===== src/hw/rtl/cpt_pkg.sv =====
// ----------------------------------------------------------------------------
// cpt_pkg: shared types and constants
// Item formats, widths of the exact integer datapath, region and edge codes.
// ----------------------------------------------------------------------------
package cpt_pkg;

  localparam int COORD_BITS       = 16;
  localparam int WEIGHT_FRAC_BITS = 16;

  // exact widths through the datapath
  localparam int DIFF_BITS   = COORD_BITS + 1;
  localparam int DOT_BITS    = 2 * DIFF_BITS + 2;
  localparam int PROD_BITS   = 2 * DOT_BITS;
  localparam int WIDE_BITS   = PROD_BITS + 3;
  localparam int LO_BITS     = DOT_BITS / 2;
  localparam int HI_BITS     = DOT_BITS - LO_BITS;
  localparam int WEIGHT_BITS = WEIGHT_FRAC_BITS + 1;

  localparam logic [WEIGHT_BITS-1:0] WEIGHT_ONE = {1'b1, {WEIGHT_FRAC_BITS{1'b0}}};

  // nearest edge codes
  localparam logic [1:0] EDGE_AB   = 2'd0;
  localparam logic [1:0] EDGE_BC   = 2'd1;
  localparam logic [1:0] EDGE_CA   = 2'd2;
  localparam logic [1:0] EDGE_FACE = 2'd3;

  typedef logic signed [COORD_BITS-1:0] coord_t;

  typedef struct packed {
    coord_t point_x;
    coord_t point_y;
    coord_t point_z;
    coord_t vert_a_x;
    coord_t vert_a_y;
    coord_t vert_a_z;
    coord_t vert_b_x;
    coord_t vert_b_y;
    coord_t vert_b_z;
    coord_t vert_c_x;
    coord_t vert_c_y;
    coord_t vert_c_z;
  } in_item_t;

  typedef struct packed {
    logic [WEIGHT_BITS-1:0] weight_u;
    logic [WEIGHT_BITS-1:0] weight_v;
    logic [WEIGHT_BITS-1:0] weight_w;
    logic [1:0]             edge_code;
    logic                   degenerate;
  } out_item_t;

  // the six dot products handed from front to back
  typedef struct packed {
    logic signed [DOT_BITS-1:0] d1;
    logic signed [DOT_BITS-1:0] d2;
    logic signed [DOT_BITS-1:0] d3;
    logic signed [DOT_BITS-1:0] d4;
    logic signed [DOT_BITS-1:0] d5;
    logic signed [DOT_BITS-1:0] d6;
  } dots_t;

  typedef enum logic [2:0] {
    REG_VERT_A  = 3'd0,
    REG_VERT_B  = 3'd1,
    REG_VERT_C  = 3'd2,
    REG_EDGE_AB = 3'd3,
    REG_EDGE_CA = 3'd4,
    REG_EDGE_BC = 3'd5,
    REG_FACE    = 3'd6
  } region_t;

  // sideband that rides along the divider
  typedef struct packed {
    region_t kind;
    logic    zero;
    logic    f0_zero;
    logic    f0_one;
    logic    f1_zero;
    logic    f1_one;
  } side_t;

endpackage


===== src/hw/rtl/cpt_queue.sv =====
// ----------------------------------------------------------------------------
// cpt_queue: dot product queue
// Small first-in first-out store between front and back, fall-through read.
// ----------------------------------------------------------------------------
module cpt_queue
  import cpt_pkg::*;
#(
  parameter int DEPTH = 8
) (
  input  logic  clk,
  input  logic  rst_n,
  input  logic  push,
  input  dots_t push_data,
  input  logic  pop,
  output logic  not_empty,
  output dots_t head,
  output logic [$clog2(DEPTH+1)-1:0] count
);

  localparam int PW = $clog2(DEPTH);
  localparam int CW = $clog2(DEPTH + 1);

  dots_t          mem_r [DEPTH];
  logic [PW-1:0]  wr_ptr_r, wr_ptr_nxt;
  logic [PW-1:0]  rd_ptr_r, rd_ptr_nxt;
  logic [CW-1:0]  count_r, count_nxt;

  // pointer wrap
  always_comb begin
    wr_ptr_nxt = wr_ptr_r;
    rd_ptr_nxt = rd_ptr_r;
    count_nxt  = count_r;
    if (push) begin
      wr_ptr_nxt = (wr_ptr_r == PW'(DEPTH - 1)) ? '0 : wr_ptr_r + 1'b1;
    end
    if (pop) begin
      rd_ptr_nxt = (rd_ptr_r == PW'(DEPTH - 1)) ? '0 : rd_ptr_r + 1'b1;
    end
    if (push && !pop) begin
      count_nxt = count_r + 1'b1;
    end else if (pop && !push) begin
      count_nxt = count_r - 1'b1;
    end
  end

  always_ff @(posedge clk) begin
    if (!rst_n) begin
      wr_ptr_r <= '0;
      rd_ptr_r <= '0;
      count_r  <= '0;
    end else begin
      wr_ptr_r <= wr_ptr_nxt;
      rd_ptr_r <= rd_ptr_nxt;
      count_r  <= count_nxt;
    end
  end

  // storage write
  always_ff @(posedge clk) begin
    if (push) begin
      mem_r[wr_ptr_r] <= push_data;
    end
  end

  assign not_empty = (count_r != '0);
  assign head      = mem_r[rd_ptr_r];
  assign count     = count_r;

endmodule


===== config.mk =====
export PLATFORM = sky130hd
export DESIGN_NAME = cpt_queue
export DESIGN_NICKNAME = d
export VERILOG_FILES = /design/src/hw/rtl/cpt_pkg.sv /design/src/hw/rtl/cpt_queue.sv
export SDC_FILE = /design/constraint.sdc
export NUM_CORES = 1
export LEC_CHECK = 0
export ABC_CLOCK_PERIOD_IN_PS = 18100
export BUFFER_PORTS_ARGS = -buffer_cell sky130_fd_sc_hd__buf_2
export CAP_MARGIN = 10
export CORE_MARGIN = 2
export CORE_UTILIZATION = 56
export CTS_BUF_LIST = sky130_fd_sc_hd__clkbuf_4 sky130_fd_sc_hd__clkbuf_8
export DETAILED_ROUTE_END_ITERATION = 10
export PLACE_DENSITY = 0.75
export SETUP_SLACK_MARGIN = 0.5
export SLEW_MARGIN = 5
export SYNTH_ARGS = -nofsm -noshare
export SYNTH_HDL_FRONTEND = slang
export SYNTH_SLANG_ARGS = --single-unit

===== constraint.sdc =====
create_clock -name clk -period 18.1 [get_ports clk]
set_clock_uncertainty 0.2 [all_clocks]
set_input_delay 2.715 -clock clk [delete_from_list [all_inputs] [get_ports clk]]
set_output_delay 2.715 -clock clk [all_outputs]
set_load 0.01 [all_outputs]

# After elaboration in Yosys (flattened, before gate mapping)
# Memories as Yosys holds them, arrays and structs flattened. A register that Yosys moved wholly into a read port is not among the register bits.
# Cells that the tools add are included.
[totals]
ff_bits = 10
ramBits = 1728
inputBits = 220
output_inout_bits = 221
wordCells = 24
mem_count = 1
[op_classes]
n_addsub = 4
eq_ne = 2
muxes = 8
reduce_logical = 6
[memory_table]
columns = ["memory", "words", "width", "read_ports", "rd_clocked_by_memory_dff", "wr", "line_no", "rtl"]
rows = [
  ["mem_r", 8, 216, 1, 1, 1, "cpt_queue.sv:23", "dots_t mem_r [DEPTH];"],
]
[op_table]
columns = ["operator", "n"]
rows = [
  ["2-to-1 mux 3 bit", 4],
  ["2-to-1 mux 4 bit", 2],
  ["adder 3 x 1 -> 3 bit (second input constant)", 2],
  ["equality test 3 bit (second input constant)", 2],
  ["adder 4 x 1 -> 4 bit (second input constant)", 1],
  ["nonzero test 4 bit", 1],
  ["subtractor 4 x 1 -> 4 bit (second input constant)", 1],
  ["logical AND 1 bit", 2],
  ["logical NOT 1 bit", 2],
  ["2-to-1 mux 1 bit", 2],
  ["nonzero test 2 bit", 1],
]

# Depth between registers and ports, before layout
# Gate-level depths: netlist of run 1.
[logic_depth]
word_depth = 4
ltp_mapped = 8

# Worst setup path before layout of run 1
# OpenSTA, ideal clock, no wires.
[synth_timing]
kind = "input-to-reg"
from = "input push"
to = "memory mem_r[0][0] (netlist name), enable pin"
setup_time_ps = 1057
arrival_time_ps = 17359
required_time_ps = 16843
slack_ps = -516
cell_stages = 2
n_path_buf = 0
path_cell_list = "nand2b_1 nor3_1"
[synth_via]
elab_chain_cells = 2
[synth_rtl]
columns = ["item", "line_no", "rtl"]
rows = [
  ["start, declared", "cpt_queue.sv:12", "input logic push,"],
  ["2-to-1 mux 1 bit", "cpt_queue.sv:60", "if (push) begin"],
  ["2-to-1 mux 1 bit (not written as such)", "cpt_queue.sv:61", "mem_r[wr_ptr_r] <= push_data;"],
  ["end, declared", "cpt_queue.sv:23", ""],
]
# No other way between the ends.

==> results.sh, run 1 <==
export IMPL_synth_xor_area_share_pct=0.02674
export IMPL_crit_path_max_incr_delay_ns=0.92
export IMPL_period_share_pct=46.11
export IMPL_synth_compound_area_share_pct=0.06876
export IMPL_core_um2=116000
export IMPL_rr_worst_depth=5
export IMPL_die_w_um=346.0
export IMPL_drv_slew=0
export IMPL_area_delta_synth_final_pct=13.72
export IMPL_synth_most_common_cell="edfxtp_1"
export IMPL_synth_cell_types=26
export IMPL_hpwl_um=70930
export IMPL_core_rowCount=125
export IMPL_seq_area_frac_synth_pct=79.61
export IMPL_synth_top_family_by_area="multiplexers"
export IMPL_min_from="count[3]"
export IMPL_status="finished clean"
export IMPL_portBuffers=440
export IMPL_drc=0
export IMPL_max_freq_mhz=119.8
export IMPL_drt_first_pass_iters=5
export IMPL_hold_buffers=0
export IMPL_wl_per_cell_um=26.64
export IMPL_drt_total_wl_um=131500
export IMPL_antenna_found_initial=47
export IMPL_p_total_mw=8.222
export IMPL_ys_dominant_reg_cell="edfxtp_1"
export IMPL_clk_latency_ns=0.99
export IMPL_numClockSinks=1741
export IMPL_crit_buf_inv=4
export IMPL_leakage_nw=23.79
export IMPL_drive_above_1_share_pct=45.69
export IMPL_die_area_um2=119700
export IMPL_cp_arrival_ns=5.43
export IMPL_crit_family="buffers and inverters"
export IMPL_netlist_area_um2=65500
export IMPL_syn_num_nets=2797
export IMPL_overflow=0
export IMPL_r2r_end="mem_r[4][154]"
export IMPL_async_reset_ff_share_pct=0
export IMPL_synth_simple_area_share_pct=0.2521
export IMPL_grt_total_usage_pct=22.21
export IMPL_whs_path_depth=2
export IMPL_path_cells="buf_4, buf_4, buf_4, mux4_2, mux2_2, buf_2"
export IMPL_grt_pass1_vias=31630
export IMPL_gp_congestion=0.7226
export IMPL_synth_mux_area_share_pct=18.63
export IMPL_worst_r2r_setup_slack_ns=14.26
export IMPL_initial_core_util_pct=56.45
export IMPL_synthTopCellsByArea="edfxtp_1 (79%), mux4_2 (15%), mux2_2 (3.7%), buf_6 (0.72%), dfxtp_1 (0.40%)"
export IMPL_grt_start_max_net_pins=161
export IMPL_syn_avg_cell_area_um2=25.50
export IMPL_cts_tree="yes"
export IMPL_cp_start_kind="flip-flop"
export IMPL_cp_slowest_cell="buf_4"
export IMPL_yosys_area_top_type="edfxtp_1"
export IMPL_peakVddDrop_mv=0.1014
export IMPL_cp_required_ns=15.19
export IMPL_ys_warnings_count=0
export IMPL_cts_buffer_depth=4
export IMPL_syn_inst=2569
export IMPL_period_minus_slack_ns=8.345
export IMPL_synth_edff_count=1728
export IMPL_holdPathEnd="count[3]"
export IMPL_routed_via_density=5.930
export IMPL_ctsResizeCount=0
export IMPL_cts_root_buf="clkbuf_8"
export IMPL_pwr_density_cell_nw_per_um2=110.4
export IMPL_cap_violations=0
export IMPL_yosys_top_cells_count="edfxtp_1 (1728), mux4_2 (432), mux2_2 (216)"
export IMPL_nFillCells=7354
export IMPL_cts_setup_buffers=0
export IMPL_synth_top_area_share_pct=79.22
export IMPL_die_h_um=346.0
export IMPL_setup_viol=0
export IMPL_final_core_util_pct=64.19
export IMPL_layout_nets=3443
export IMPL_worstSetupPathType="reg2out"
export IMPL_ios=441
export IMPL_cts_max_level=5
export IMPL_path_max_fanout=52
export IMPL_timing_rr_start="wr_ptr_r[2]"
export IMPL_grt_pass1_wl_um=195200
export IMPL_drt_iter0_drc=2287
export IMPL_rsz0062_at_grt="false"
export IMPL_hp_class="reg2reg"
export IMPL_worstMarginPinSlew_ns=1.117
export IMPL_vias=29270
export IMPL_tns_ns=0
export IMPL_clk_pin_slew_ns=0.06
export IMPL_drtAntennaViolNets=0
export IMPL_hold_violations=0
export IMPL_synthAdderAreaFrac_pct=0.1643
export IMPL_cts_buffers=285
export IMPL_crit_top_cell="buf_4"
export IMPL_maxSlewHeadroom_pct=25.55
export IMPL_synth_seq_cells=1741
export IMPL_end_kind="primary output"
-- where the power goes --
| group | switching, mW | internal [mW] | leakage [nW] | total, mW |
|---|---|---|---|---|
| clock | 1.41 | 1.71 | 2.72 | 3.12 |
| combinational | 0.296 | 0.256 | 5.27 | 0.552 |
| sequential | 0.0274 | 4.52 | 15.8 | 4.55 |
-- placed cells by master, fill, tap and decap left out, types with 5 or more instances in the layout --
cell      netlist  final
clkbuf_8        0    293
buf_4           0     32
mux2_2        216    216
clkbuf_4        0     85
buf_12          0      9
buf_2          26    440
mux4_2        432    432
nand2_1         7      7
nor2b_1         5      5
diode_2         0     26
edfxtp_1     1728   1728
nor2_4          0      6
dfxtp_1        13     10
clkinv_2        0     21
clkinv_1        0     51
ha_1            7      7
-- registers in the layout, summed over array words and instances (netlist names), named ones only --
signal    flops
rd_ptr_r      3
count         4
wr_ptr_r      3
mem_r      1728
-- metrics by stage --
step / hold WS (ns) / area [µm²] / setup slack [ns] / std cells
detailed placement: 0.2935 / 69310 / 10.56 / 4452
floorplan: 0.2964 / 65510 / 5.307 / 2569
finish: 0.3040 / 74490 / 9.755 / 4936
global route: 0.3314 / 74450 / 9.131 / 4922
global placement: 0.2615 / 69310 / 10.68 / 4452
CTS: 0.3058 / 74420 / 9.422 / 4910
-- area by class of cell --
type	instances	area [µm²]	share of cell area, %
sequential	1741	52160	70.03
multi-input combinational	703	12600	16.92
clock buffer	378	4671	6.270
timing repair buffer	481	2623	3.521
tap	1524	1907	2.560
clock inverter	80	446.7	0.5997
antenna	26	65.06	0.08735
inverter	3	11.26	0.01512
-- layer usage --
metal,global-route usage (%),vias to the layer above,wire length (µm)
li1,-,12410,-
met1,27.62,15490,49310
met2,37.48,1044,68480
met3,6.064,287,9502
met4,8.564,42,3939
met5,0,-,262
-- worst max path at each step --
stage                          from           to  depth (start not counted)
final                     flip-flop    head[105]                          6
after global routing      flip-flop    head[105]                          6
after CTS                 flip-flop    head[105]                          6
after detailed placement  flip-flop    head[105]                          6
after global placement    flip-flop    head[105]                          6
after floorplan                push  mem_r[7][0]                          2
-- worst min-delay path, stage by stage, from the launching register on --
cell     delay, ns
dfxtp_1       0.33
nand2_1       0.07
mux2i_1       0.06
-- kinds of logic after synthesis --
logic type / after synthesis
AO/OA/AOI/OAI: 8
XOR/XNOR: 2
adder cells (fa/ha/maj): 8
buffers and inverters: 125
flip-flops: 1741
multiplexers: 652
AND/OR/NAND/NOR: 33
(Power assumes the default switching activity.)
==> run 2, diff against run 1 <==
--- a/config.mk
+++ b/config.mk
@@ -5,14 +5,14 @@
 export SDC_FILE = /design/constraint.sdc
 export NUM_CORES = 1
 export LEC_CHECK = 0
-export ABC_CLOCK_PERIOD_IN_PS = 18100
+export ABC_CLOCK_PERIOD_IN_PS = 7750
 export BUFFER_PORTS_ARGS = -buffer_cell sky130_fd_sc_hd__buf_2
 export CAP_MARGIN = 10
 export CORE_MARGIN = 2
-export CORE_UTILIZATION = 56
+export CORE_UTILIZATION = 60
 export CTS_BUF_LIST = sky130_fd_sc_hd__clkbuf_4 sky130_fd_sc_hd__clkbuf_8
 export DETAILED_ROUTE_END_ITERATION = 10
-export PLACE_DENSITY = 0.75
+export PLACE_DENSITY = 0.76
 export SETUP_SLACK_MARGIN = 0.5
 export SLEW_MARGIN = 5
 export SYNTH_ARGS = -nofsm -noshare
==> constraint.sdc (replaced) <==
create_clock -name clk -period 7.75 [get_ports clk]
set_clock_uncertainty 0.2 [all_clocks]
set_input_delay 1.1625 -clock clk [delete_from_list [all_inputs] [get_ports clk]]
set_output_delay 1.1625 -clock clk [all_outputs]
set_load 0.01 [all_outputs]
==> run 2 against run 1 <==
  * Non-clock buffer count is 8 lower
  * Hold slack worse by 0.016 ns
  * Sequential share of layout area about the same
  * Highest routed layer unchanged
  * Sequential cell count is the same
  * Cell count is 2.3% lower
  * Largest power group unchanged
  * Register-to-register slack worse by 9.7 ns
==> results.sh, run 2 (synthesized netlist as in run 1, its figures left out) <==
export IMPL_maxSlewHeadroom_pct=18.52
export IMPL_cts_buffer_depth=4
export IMPL_core_rowCount=121
export IMPL_drv_slew=0
export IMPL_cp_start_kind="flip-flop"
export IMPL_top_usage_layer="met2"
export IMPL_p_total_mw=19.26
export IMPL_worstSetupPathType="reg2out"
export IMPL_drt_total_wl_um=130000
export IMPL_numClockSinks=1741
export IMPL_period_share_pct=68.69
export IMPL_clk_latency_ns=0.91
export IMPL_tns_ns=0
export IMPL_portBuffers=440
export IMPL_setup_viol=0
export IMPL_cts_tree="yes"
export IMPL_cap_violations=0
export IMPL_initial_core_util_pct=60.34
export IMPL_multi_input_area_um2=12600
export IMPL_final_common_cell="edfxtp_1"
export IMPL_nFillCells=6407
export IMPL_gp_congestion=0.7272
export IMPL_grtUsageMet3_pct=6.147
export IMPL_antenna_found_initial=46
export IMPL_drc=0
export IMPL_drt_iter0_drc=2510
export IMPL_grt_total_usage_pct=23.52
export IMPL_clk_pin_slew_ns=0.06
export IMPL_wl_per_cell_um=26.96
export IMPL_vias=29250
export IMPL_status="finished clean"
export IMPL_hpwl_um=69280
export IMPL_overflow=0
export IMPL_hold_buffers=0
export IMPL_hp_class="in2reg"
export IMPL_pwr_density_cell_nw_per_um2=258.6
export IMPL_hold_violations=0
export IMPL_ctsResizeCount=0
export IMPL_die_area_um2=111800
export IMPL_rsz0062_at_grt="false"
export IMPL_grt_pass1_vias=31260
export IMPL_cts_root_buf="clkbuf_8"
export IMPL_layout_nets=3434
export IMPL_worstMarginPinSlew_ns=1.222
export IMPL_drt_first_pass_iters=5
export IMPL_cp_arrival_ns=3.96
export IMPL_core_um2=108600
export IMPL_regMostFlops="mem_r"
export IMPL_cp_required_ns=6.39
export IMPL_largest_register_ffs=1728
export IMPL_met2_usage_pct=39.42
export IMPL_die_h_um=334.4
export IMPL_grt_pass1_wl_um=192500
export IMPL_grt_start_max_net_pins=153
export IMPL_period_minus_slack_ns=5.324
export IMPL_end_kind="primary output"
export IMPL_ios=441
export IMPL_most_common_layout_cells="edfxtp_1 (1728), buf_2 (440), mux4_2 (432)"
export IMPL_leakage_nw=23.80
export IMPL_cts_buffers=284
export IMPL_path_max_fanout=50
export IMPL_cts_setup_buffers=0
export IMPL_register_area_um2=52160
export IMPL_drtAntennaViolNets=0
export IMPL_max_freq_mhz=187.8
export IMPL_grtUsageMet1_pct=30.76
export IMPL_area_delta_synth_final_pct=13.73
export IMPL_drive_above_1_share_pct=45.45
export IMPL_peakVddDrop_mv=0.2153
export IMPL_die_w_um=334.4
export IMPL_routed_via_density=6.065
export IMPL_cts_max_level=5
run 2: changes by cell type in the layout (fill, tap and decap cells not counted):
cell	delta
inv_6	+2
buf_12	+11
clkbuf_8	-6
clkinv_1	+12
bufinv_16	+2
clkinvlp_4	+3
clkbuf_4	+8
diode_2	-10
buf_4	-19
clkinv_2	-6
run 2: final timing paths:
| path | start | endpoint | slack (ns) | cells past startpoint |
|---|---|---|---|---|
| worst max register to register | wr_ptr_r[0] | mem_r[1][160] | 4.58 | 4 |
| worst min register to register | count[3] | count[3] | 0.32 | 2 |
| worst min-delay path | push_data[24] | mem_r[4][24] | 0.29 | 1 |
| worst max-delay path | flip-flop | head[65] | 2.43 | 4 |
run 2: where the power goes:
group          internal (mW)  total [mW]  switching, mW
combinational          0.605        1.29          0.687
sequential              10.6        10.6         0.0680
clock                   4.07        7.34           3.28
run 2: layer usage:
layer	up-vias	share of wire (%)
met5	-	0.22
met1	15490	38
met2	1068	52
met4	46	2.1
met3	251	7.4
li1	12400	-
run 2: layout make-up:
class                   count  share of cell area (%)
inverters                   3                 0.01512
clock inverters            93                  0.7541
diodes                     16                 0.05375
well taps                1414                   2.375
repair buffers            473                   3.624
multi-input cells         703                   16.92
flip-flops and latches   1741                   70.02
clock buffers             380                   6.240
run 2: metrics by stage:
step                      cell area (µm²)  cells  hold slack [ns]  setup WS (ns)  util (%)
after CTS                           74460   4807           0.1907          2.239     68.59
after floorplan                     65540   2569           0.2964         0.1149         -
after global routing                74470   4813           0.2332          2.085     68.61
after detailed placement            69250   4334           0.3229          3.275     63.79
final                               74500   4823           0.2881          2.426     68.63
after global placement              69250   4334           0.2637          3.335     63.79
run 2: worst max-delay path: stages, from the launching register on:
cell	delay, ns
dfxtp_4	1.00
buf_4	0.90
mux4_2	0.62
mux2_2	0.28
buf_2	0.14
